`src/hw/rtl/tas_pkg.sv`:
```
// Shared types and constants of the triangle area sorter.
`timescale 1ns / 1ps
`default_nettype none

package tas_pkg;

   localparam int SIDE_BITS = 12;

   typedef struct packed {
      logic [SIDE_BITS-1:0] side_a;
      logic [SIDE_BITS-1:0] side_b;
      logic [SIDE_BITS-1:0] side_c;
      logic                 batch_end;
   } req_type;

   typedef struct packed {
      logic [SIDE_BITS-1:0] out_a;
      logic [SIDE_BITS-1:0] out_b;
      logic [SIDE_BITS-1:0] out_c;
      logic                 out_last;
   } rsp_type;

   typedef struct packed {
      logic [SIDE_BITS-1:0] a;
      logic [SIDE_BITS-1:0] b;
      logic [SIDE_BITS-1:0] c;
   } tri_type;

   typedef struct packed {
      logic insert;
      logic shift;
   } cell_ctl_type;

endpackage

`default_nettype wire

```
`src/hw/rtl/tas_cell.sv`:
```
// One slot of the insertion chain: holds a triangle and its key.
`timescale 1ns / 1ps
`default_nettype none

module tas_cell #(
   parameter int KEY_WIDTH = 53,
   parameter bit IS_FIRST  = 1'b0
) (
   input  wire logic                   clock,
   input  wire tas_pkg::cell_ctl_type  ctl,
   input  wire logic                   occupied,
   input  wire logic [KEY_WIDTH-1:0]   new_key,
   input  wire tas_pkg::tri_type       new_tri,
   input  wire logic                   prev_cond,
   input  wire logic [KEY_WIDTH-1:0]   prev_key,
   input  wire tas_pkg::tri_type       prev_tri,
   input  wire logic [KEY_WIDTH-1:0]   next_key,
   input  wire tas_pkg::tri_type       next_tri,
   output logic                        cond,
   output logic [KEY_WIDTH-1:0]        key,
   output tas_pkg::tri_type            tri_out
);

   logic [KEY_WIDTH-1:0] key_ff, key_in;
   tas_pkg::tri_type     tri_ff, tri_in;

   // The slot yields when it is empty or holds a strictly larger key.
   assign cond = !occupied || (key_ff > new_key);

   always_comb begin
      key_in = key_ff;
      tri_in = tri_ff;
      if (ctl.shift) begin
         key_in = next_key;
         tri_in = next_tri;
      end else if (ctl.insert && cond) begin
         if (!IS_FIRST && prev_cond) begin
            key_in = prev_key;
            tri_in = prev_tri;
         end else begin
            key_in = new_key;
            tri_in = new_tri;
         end
      end
   end

   always_ff @(posedge clock) begin
      key_ff <= key_in;
      tri_ff <= tri_in;
   end

   assign key     = key_ff;
   assign tri_out = tri_ff;

endmodule

`default_nettype wire

```
`config.mk`:
```
export PLATFORM = sky130hd
export DESIGN_NAME = tas_cell
export DESIGN_NICKNAME = d
export VERILOG_FILES = /design/src/hw/rtl/tas_pkg.sv /design/src/hw/rtl/tas_cell.sv
export SDC_FILE = /design/constraint.sdc
export NUM_CORES = 1
export LEC_CHECK = 0
export ABC_AREA = 1
export BUFFER_PORTS_ARGS = -buffer_cell sky130_fd_sc_hd__buf_2
export CAP_MARGIN = 20
export CORE_ASPECT_RATIO = 0.7
export CORE_MARGIN = 10
export CORE_UTILIZATION = 40
export DETAILED_ROUTE_END_ITERATION = 6
export PLACE_DENSITY = 0.78
export SETUP_SLACK_MARGIN = 0.2
export SYNTH_ARGS = -nofsm -noshare
export SYNTH_HDL_FRONTEND = slang
export SYNTH_SLANG_ARGS = --single-unit
```
`constraint.sdc`:
```
create_clock -name clock -period 3.7 [get_ports clock]
set_clock_uncertainty 0.05 [all_clocks]
set_input_delay 0.555 -clock clock [delete_from_list [all_inputs] [get_ports clock]]
set_output_delay 0.555 -clock clock [all_outputs]
set_load 0.01 [all_outputs]
```
==> impl_metrics.csv <==
group,metric,value,unit
setup_path,critPathMaxStageDelay,0.42,ns
clock_tree,numCtsBuffers,9,
setup_path,crit_required,3.09,ns
grt,grt_pass1_wl,33500,µm
setup_path,crit_family,"simple AND/OR/NAND/NOR gates",
grt,grt_overflow_total,0,
outcome,status,"finished, final reports clean",
sta,min_period,2.78,ns
grt,grt_use_total,0.211,
placement,gp_congestion,0.948,
finish,final_common_cell,"buf_2",
synthesis,synth_area_leaders,"edfxtp_1, a21oi_1, ha_1",
sta,max-slew-margin-rel,0.329,
clock_tree,root_buffer,"clkbuf_16",
die,start_util,0.405,
synthesis,synth_top_cell_by_area,"edfxtp_1",
setup_path,r2r-end,"tri_out[4]",
power,p_leak,4.17,nW
clock_tree,clock_sinks,89,
finish,seqCellArea,2670,µm²
route,ant_nets,0,
route,routedWlPerCell,18.0,µm
setup_path,crit_chain,"ha_1, nand3_1, nor3_1, nand2_1, nor2_1, nand2_1, nand2_2, nand2_2, buf_2",
synthesis,yosys_warnings,0,
route,vias,6388,
synthesis,synth_nets,1061,
sta,fmax,0.360,GHz
min_path,hold_path.class,"in -> reg",
power,power_density,364,nW/µm²
clock_tree,clkTransAtPathRegs,0.06,ns
sta,rsz0062_at_grt,"false",
sta,tightest_slew,1.01,ns
setup_path,cp_num_buf_inv,1,
grt,grt_max_degree,90,
setup_path,crit_type,"reg -> out",
die,die_area,20200,µm²
grt,grtUsageMet2,0.350,
clock_tree,post-cts-setup-buffers,0,
finish,layout-drive-gt1-share,0.372,
finish,syn_to_final_growth,38.8,%
placement,io_buffers,361,
sta,fin_tns_setup,0,ns
placement,dp_hpwl,18400,µm
finish,layout_common_cells,"buf_2, a21oi_1, nand2_1",
clock_tree,clock_path_buffers,2,
setup_path,crit_fanout,4,
setup_path,r2r_start,"key[12]",
min_path,holdCritStartpoint,"next_key[1]",
route,finalWirelength,23000,µm
route,firstDrtPassIters,5,
sta,setup_viol,0,
finish,multi_input_area,2840,µm²
die,num_rows,37,
grt,grt_busiest_layer,"met2",
clock_tree,ctsResizeCount,0,
synthesis,ys_ff_latch,89,
finish,finish.instance_area,8230,µm²
grt,grt_pass1_vias,6169,
setup_path,cp.arrival,2.17,ns
sta,hold_viol,0,
route,drt_iter0_drc,422,
synthesis,avgSynthCellArea,8.05,µm²
clock_tree,clk_latency,0.34,ns
power,peakVddDrop,0.000298,V
die,die_h,122,µm
grt,gr-usage-met1,0.258,
clock_tree,cts_hold_buffers,0,
finish,final_nets,1403,
die,io_pins,362,
die,die_width,166,µm
route,drc,0,
grt,grt.met3_usage,0.0711,
placement,place_area,7930,µm²
setup_path,rr_worst_depth,14,
die,core_area,14600,µm²
run,drv_cap,0,
setup_path,slowest_stage,"edfxtp_1",
setup_path,start_kind,"register",
setup_path,cp-end-kind,"output pin",
synthesis,synth_cell_type_count,26,
synthesis,synth_seq_area_share,0.451,
min_path,min_to,"key[1]",
setup_path,rrSetupSlack,1.05,ns
route,avgViaCountPerCell,4.99,
clock_tree,h-tree-depth,3,
grt,grt_antenna_before_repair,1,
synthesis,synth_top_area_share,0.451,
finish,fillers,1420,
sta,fin_crit_sh,0.750,
sta,slew_viol_final,0,
min_path,hold_depth,3,
synthesis,syn_area,5930,µm²
synthesis,synthCells,736,
clock_tree,cts_tree,"built",
[stage by stage]
| stage | hold WS (ns) | setup WS [ns] | cells | total power [mW] | util |
|---|---|---|---|---|---|
| floorplan | 0.735 | 0.470 | 736 | 1.71 | - |
| global placement | 0.825 | 0.828 | 1262 | 2.08 | 0.542 |
| detailed placement | 0.831 | 0.780 | 1262 | 2.09 | 0.542 |
| CTS | 0.479 | 0.948 | 1278 | 3.02 | 0.562 |
| global route | 0.483 | 0.799 | 1279 | 3.16 | 0.562 |
| finish | 0.486 | 0.925 | 1279 | 2.99 | 0.562 |
[tightest hold or removal path: stages]
cell	delay, ns
buf_2	0.08
nor2_1	0.03
a21oi_1	0.09
[worst max path at each step]
| stage | startpoint | endpoint | cells past startpoint |
|---|---|---|---|
| finish | key[4] | cond | 9 |
| global route | key[11] | cond | 12 |
| CTS | key[4] | cond | 9 |
| detailed placement | new_key[11] | tri_out[14] | 16 |
| global placement | new_key[11] | tri_out[15] | 16 |
| floorplan | new_key[52] | key[0] | 15 |
[per-layer routing]
layer	vias up	share of wire
met5	-	0
met4	0	0.019
met3	32	0.11
met2	337	0.48
met1	2854	0.39
li1	3165	-
[cell usage after synthesis]
cell type,count
a21o_1,2
a21oi_1,199
and2_4,1
buf_1,8
buf_2,7
clkbuf_1,23
edfxtp_1,89
ha_1,53
inv_1,67
inv_2,5
nand2_1,153
nand2_2,3
nand2b_4,1
nand3_1,5
nand3_2,1
nand4_1,2
nand4_4,1
nor2_1,103
nor2_2,3
nor2_4,2
nor3_1,2
nor4_1,1
o21a_1,1
o21a_2,1
o21ai_0,1
o21ai_1,2
[flip-flops by register name, summed over array words and instances, names as in the netlist]
register and cells:
key 53, tri_out 36
[cell type report]
class,count,area share
Clock inverter,6,0.00837
Clock buffer,10,0.0278
Multi-Input combinational cell,537,0.345
Timing Repair Buffer,369,0.231
Tap cell,195,0.0297
Sequential cell,89,0.325
Inverter,72,0.0330
Antenna cell,1,0.000304
[power by group]
part | switching [mW] | internal (mW)
Sequential | 0.0445 | 1.24
Clock | 0.398 | 0.527
Combinational | 0.452 | 0.330
Total | 0.895 | 2.10
[cell families (layout without fill, tap and decap cells)]
| group | after synthesis | after routing | synth area share |
|---|---|---|---|
| other cells | 0 | 1 | 0 |
| compound gates | 206 | 206 | 0.176 |
| fa+ha+maj | 53 | 53 | 0.112 |
| flops | 89 | 89 | 0.451 |
| buf+inv | 110 | 457 | 0.0711 |
| simple gates | 278 | 278 | 0.190 |
(Power assumes the default switching activity.)
