`src/hw/rtl/tas_pkg.sv`:
```
// Shared types and constants of the triangle area sorter.
`timescale 1ns / 1ps
`default_nettype none

package tas_pkg;

   localparam int SIDE_BITS = 12;

   typedef struct packed {
      logic [SIDE_BITS-1:0] side_a;
      logic [SIDE_BITS-1:0] side_b;
      logic [SIDE_BITS-1:0] side_c;
      logic                 batch_end;
   } req_type;

   typedef struct packed {
      logic [SIDE_BITS-1:0] out_a;
      logic [SIDE_BITS-1:0] out_b;
      logic [SIDE_BITS-1:0] out_c;
      logic                 out_last;
   } rsp_type;

   typedef struct packed {
      logic [SIDE_BITS-1:0] a;
      logic [SIDE_BITS-1:0] b;
      logic [SIDE_BITS-1:0] c;
   } tri_type;

   typedef struct packed {
      logic insert;
      logic shift;
   } cell_ctl_type;

endpackage

`default_nettype wire

```
`src/hw/rtl/tas_key_unit.sv`:
```
// Three-stage pipeline that computes the squared-area sort key of a triangle.
`timescale 1ns / 1ps
`default_nettype none

module tas_key_unit #(
   parameter int SIDE_WIDTH = 12,
   parameter int KEY_WIDTH  = 4 * SIDE_WIDTH + 5
) (
   input  wire logic                   clock,
   input  wire logic                   reset,
   input  wire logic                   in_valid,
   input  wire tas_pkg::req_type       in_data,
   output logic                        out_valid,
   output logic                        out_last,
   output tas_pkg::tri_type            out_tri,
   output logic [KEY_WIDTH-1:0]        out_key,
   output logic                        last_pending
);

   localparam int SumWidth = SIDE_WIDTH + 2;
   localparam int FacWidth = SIDE_WIDTH + 1;
   localparam int P1Width  = SumWidth + FacWidth;
   localparam int P2Width  = 2 * FacWidth;

   logic [SumWidth-1:0] a_w, b_w, c_w, ab_w, ac_w, bc_w;

   logic                st1_valid_ff, st1_valid_in;
   logic                st1_last_ff;
   tas_pkg::tri_type    st1_tri_ff, st1_tri_in;
   logic [SumWidth-1:0] st1_sum_ff, st1_sum_in;
   logic [FacWidth-1:0] st1_f1_ff, st1_f1_in;
   logic [FacWidth-1:0] st1_f2_ff, st1_f2_in;
   logic [FacWidth-1:0] st1_f3_ff, st1_f3_in;

   logic                st2_valid_ff;
   logic                st2_last_ff;
   tas_pkg::tri_type    st2_tri_ff;
   logic [P1Width-1:0]  st2_p1_ff, st2_p1_in;
   logic [P2Width-1:0]  st2_p2_ff, st2_p2_in;

   logic                st3_valid_ff;
   logic                st3_last_ff;
   tas_pkg::tri_type    st3_tri_ff;
   logic [KEY_WIDTH-1:0] st3_key_ff, st3_key_in;

   always_comb begin
      a_w  = SumWidth'(in_data.side_a[SIDE_WIDTH-1:0]);
      b_w  = SumWidth'(in_data.side_b[SIDE_WIDTH-1:0]);
      c_w  = SumWidth'(in_data.side_c[SIDE_WIDTH-1:0]);
      ab_w = a_w + b_w;
      ac_w = a_w + c_w;
      bc_w = b_w + c_w;
      st1_valid_in = in_valid;
      st1_tri_in.a = tas_pkg::SIDE_BITS'(in_data.side_a[SIDE_WIDTH-1:0]);
      st1_tri_in.b = tas_pkg::SIDE_BITS'(in_data.side_b[SIDE_WIDTH-1:0]);
      st1_tri_in.c = tas_pkg::SIDE_BITS'(in_data.side_c[SIDE_WIDTH-1:0]);
      st1_sum_in = ab_w + c_w;
      if ((bc_w > a_w) && (ac_w > b_w) && (ab_w > c_w)) begin
         st1_f1_in = FacWidth'(bc_w - a_w);
         st1_f2_in = FacWidth'(ac_w - b_w);
         st1_f3_in = FacWidth'(ab_w - c_w);
      end else begin
         st1_f1_in = '0;
         st1_f2_in = '0;
         st1_f3_in = '0;
      end
      st2_p1_in  = P1Width'(st1_sum_ff) * P1Width'(st1_f1_ff);
      st2_p2_in  = P2Width'(st1_f2_ff) * P2Width'(st1_f3_ff);
      st3_key_in = KEY_WIDTH'(st2_p1_ff) * KEY_WIDTH'(st2_p2_ff);
   end

   always_ff @(posedge clock) begin
      if (reset) begin
         st1_valid_ff <= 1'b0;
         st2_valid_ff <= 1'b0;
         st3_valid_ff <= 1'b0;
      end else begin
         st1_valid_ff <= st1_valid_in;
         st2_valid_ff <= st1_valid_ff;
         st3_valid_ff <= st2_valid_ff;
      end
   end

   always_ff @(posedge clock) begin
      st1_last_ff <= in_data.batch_end;
      st1_tri_ff  <= st1_tri_in;
      st1_sum_ff  <= st1_sum_in;
      st1_f1_ff   <= st1_f1_in;
      st1_f2_ff   <= st1_f2_in;
      st1_f3_ff   <= st1_f3_in;
      st2_last_ff <= st1_last_ff;
      st2_tri_ff  <= st1_tri_ff;
      st2_p1_ff   <= st2_p1_in;
      st2_p2_ff   <= st2_p2_in;
      st3_last_ff <= st2_last_ff;
      st3_tri_ff  <= st2_tri_ff;
      st3_key_ff  <= st3_key_in;
   end

   assign out_valid    = st3_valid_ff;
   assign out_last     = st3_last_ff;
   assign out_tri      = st3_tri_ff;
   assign out_key      = st3_key_ff;
   assign last_pending = (st1_valid_ff && st1_last_ff) || (st2_valid_ff && st2_last_ff)
                         || (st3_valid_ff && st3_last_ff);

endmodule

`default_nettype wire

```
`config.mk`:
```
export PLATFORM = sky130hd
export DESIGN_NAME = tas_key_unit
export DESIGN_NICKNAME = d
export VERILOG_FILES = /design/src/hw/rtl/tas_pkg.sv /design/src/hw/rtl/tas_key_unit.sv
export SDC_FILE = /design/constraint.sdc
export NUM_CORES = 2
export LEC_CHECK = 0
export BUFFER_PORTS_ARGS = -buffer_cell sky130_fd_sc_hd__buf_4
export CAP_MARGIN = 20
export CORE_MARGIN = 2
export CORE_UTILIZATION = 35
export DETAILED_ROUTE_END_ITERATION = 8
export PLACE_DENSITY = 0.47
export SETUP_SLACK_MARGIN = 0.2
export SYNTH_ARGS = -nofsm -noshare
export SYNTH_HDL_FRONTEND = slang
export SYNTH_SLANG_ARGS = --single-unit
```
`constraint.sdc`:
```
create_clock -name clock -period 16.34 [get_ports clock]
set_input_delay 3.268 -clock clock [delete_from_list [all_inputs] [get_ports clock]]
set_output_delay 3.268 -clock clock [all_outputs]
set_load 0.02 [all_outputs]
```
==> metrics.cfg <==
[power]
vdd_drop_max_mv=0.1600
power_leakage_nw=23.80
powerDensity_nw_per_um2=167.1

[place]
dpl.hpwl_um=89540
pre_cts_ws_ns=8.395
placedCellCount=6273
gp_congestion=0.7959
placed_area_um2=45750
port_buffers=131

[worst_hold_path]
min_path_cells=0
min_path_type=flip-flop to flip-flop
worstHoldStart=st1_tri_ff[19]
hold_path_end=st2_tri_ff[19]

[cells_and_area]
area_growth_pct=9.303
drive_above_1_share_pct=5.911
final_nets=6008
stdcell_area_um2=47160
instances_no_fill=6346
postLayoutCoreUtil_pct=38.64

[global_route]
met3_usage_pct=2.538
grt_pass1_vias=32400
use_met2_pct=31.26
grt_util_met1_pct=25.31
grt_util_all_layers_pct=18.61
antenna_found_initial=2
grt.busiest_layer=met2
grt_pass1_wl_um=183100
grt_remaining_overflow=0
grt_start_max_net_pins=40

[clocking]
clock_latency_ns=0.62
h-tree-depth=2
cts_buffer_depth=3
root_buffer=clkbuf_16
post_cts_buffers=0
cts_tree=yes
cts.sinks=273
numCtsBuffers=38
cts_resized=0
cts_hold_buf=0
cts.reportedPaths.clkPinSlew_ns=0.07

[setup_path]
critPathKind=flip-flop to flip-flop
worstRegToRegCells=23
cp-start-kind=flip-flop
rrSetupSlack_ns=8.55
crit_top_cell=fa_1
slowest_stage=dfxtp_1
path_buf_inv=4
crit_required_ns=16.88
arrival_ns=8.33
r2r_end=out_key[49]
r2r-start=st2_p2_ff[4]
endpoint_kind=flip-flop
crit_chain=and2_1, fa_1, fa_1, inv_1, fa_1, inv_1, fa_1, fa_1, fa_1, inv_1, fa_1, inv_1, ha_1, a21oi_1, o21ai_0, a31oi_1, o21ai_0, a21oi_1, o21ai_1, nand3b_1, o221ai_1, o41ai_2, xnor2_1
cpPeakStageDelay_ns=1.03
cp_max_fo=27
startpoint=st2_p2_ff[4]
critPathTopFamily=adder cells

[sta]
finalCriticalPeriod_ns=7.787
fin_crit_sh_pct=47.66
hold_viol=0
fmax_ghz=0.1284
fin_skew_ns=0.01681
fin_tns_setup_ns=0
rsz0062_at_grt=no
setup_viol=0
maxSlewHeadroom_pct=27.83
drv_slew=0
setup_ws_ns=8.553
tightest_slew_ns=1.081

[route]
vias_per_cell=4.717
first_pass_iters=5
vias=29930
wire_per_inst_um=18.03
routed_wl_um=114400
drcViolationCount=0
drtIter0Drc=1353
antenna_left=0

[yosys]
syn-num-nets=5978
ys_async_sr_fraction_pct=0
synth_area_per_cell_um2=9.258
netlist_area_um2=43140
ys_top_cells_by_area=fa_1 (40%), dfxtp_1 (13%), ha_1 (12%)
yosysUniqueCellTypes=77
synth.most_common_cell=inv_1
synth_edf_count=0
synth.top_cell.area_share_pct=39.81
synth_ff_type=dfxtp_1
synth_top_area_cell=fa_1
synth.yosys.warnings=0
netlist_instances=4660
yosysSeqAreaShare_pct=12.67
synthTopCellsByCount=inv_1 (999), fa_1 (858), nand2_1 (611)
synth.ff_latch_count=273

[status]
outcome=finished, final reports clean

[floorplan]
core_um2=122000
num_io_pins=132
start_util_pct=35.35
die_h_um=355.1
dieArea_um2=126100
die-width_um=355.1
rows=128

[run]
max-cap-violations=0

==> final cells by class <==
class,instances,area (um^2)
fill,12400,74880
sequential,273,5473
timing repair buffer,179,1404
tap,1625,2033
multi-input combinational,3199,33150
clock buffer,48,1059
antenna,1,2.502
clock inverter,22,289.0
inverter,999,3750
==> report_power, final <==
group          switching, mW  internal (mW)  total [mW]  leakage [nW]
Combinational           3.55           2.26        5.81          20.9
Sequential             0.320          0.862        1.18          2.28
Clock                  0.364          0.519       0.883         0.662
==> cells in the final DEF, fill, tap and decap left out, types with 4 or more instances in the layout <==
cell type and instances:
a21oi_1 140, o31ai_1 4, inv_6 5, clkbuf_8 7, nor2b_1 25, clkbuf_16 38
nand4_1 14, o21a_1 20, inv_1 999, nor2_1 112, fa_1 858, o21ai_1 10
and2_1 499, ha_1 420, a31oi_1 10, buf_4 176, a211oi_1 11, a21o_1 70
nor3_1 19, nand2_1 611, nand3_1 25, o211ai_1 5, clkinv_2 6, xnor2_1 116
o21bai_1 34, dfxtp_2 6, xor2_1 47, o41ai_1 4, nand2b_1 15, o21ai_0 57
dfxtp_1 267, and3_1 5
==> sequential cells by signal, summed over array words and instances, names as in the netlist <==
register,cells
st1_sum_ff,14
st2_last_ff,1
st2_tri_ff,36
st2_p2_ff,26
out_tri,36
out_key,53
st1_f2_ff,13
st2_valid_ff,1
st1_f3_ff,13
out_last,1
st1_tri_ff,36
st1_last_ff,1
out_valid,1
st1_f1_ff,13
st1_valid_ff,1
st2_p1_ff,27
==> per-layer routing <==
| metal | part of all wire (%) | up-vias | routed length (um) |
|---|---|---|---|
| li1 | - | 13970 | - |
| met1 | 46 | 15340 | 52780 |
| met2 | 48 | 505 | 54510 |
| met3 | 4.0 | 121 | 4530 |
| met4 | 2.3 | 0 | 2580 |
| met5 | 0 | - | 0 |
==> cell families (layout without fill, tap and decap cells) <==
family          after synthesis  in the layout  share of synthesized area (%)
fa+ha+maj                  1278           1278                          51.99
xor+xnor                    163            163                          3.309
other cells                   0              1                              0
simple gates               1350           1350                          15.32
mux                           1              1                        0.02320
compound gates              407            407                          6.186
buf+inv                    1188           1248                          10.50
flops                       273            273                          12.67
==> metrics by stage <==
step           hold slack, ns  total power [mW]
3_5_place_dp           0.3121             7.081
3_3_place_gp           0.3100             7.079
5_1_grt                0.3308             8.851
2_1_floorplan          0.3096             5.341
6_report               0.3164             7.879
4_1_cts                0.3157             8.026
==> worst max path at each step <==
stage / to / slack, ns / cells past startpoint
after floorplan: st1_f1_ff[8] / 9.62 / 21
after global placement: out_key[49] / 8.53 / 24
after detailed placement: out_key[49] / 8.39 / 24
after CTS: out_key[51] / 8.39 / 24
after global routing: out_key[49] / 8.10 / 23
final: out_key[49] / 8.55 / 23
No activity file was read; power rests on OpenSTA's default activity.
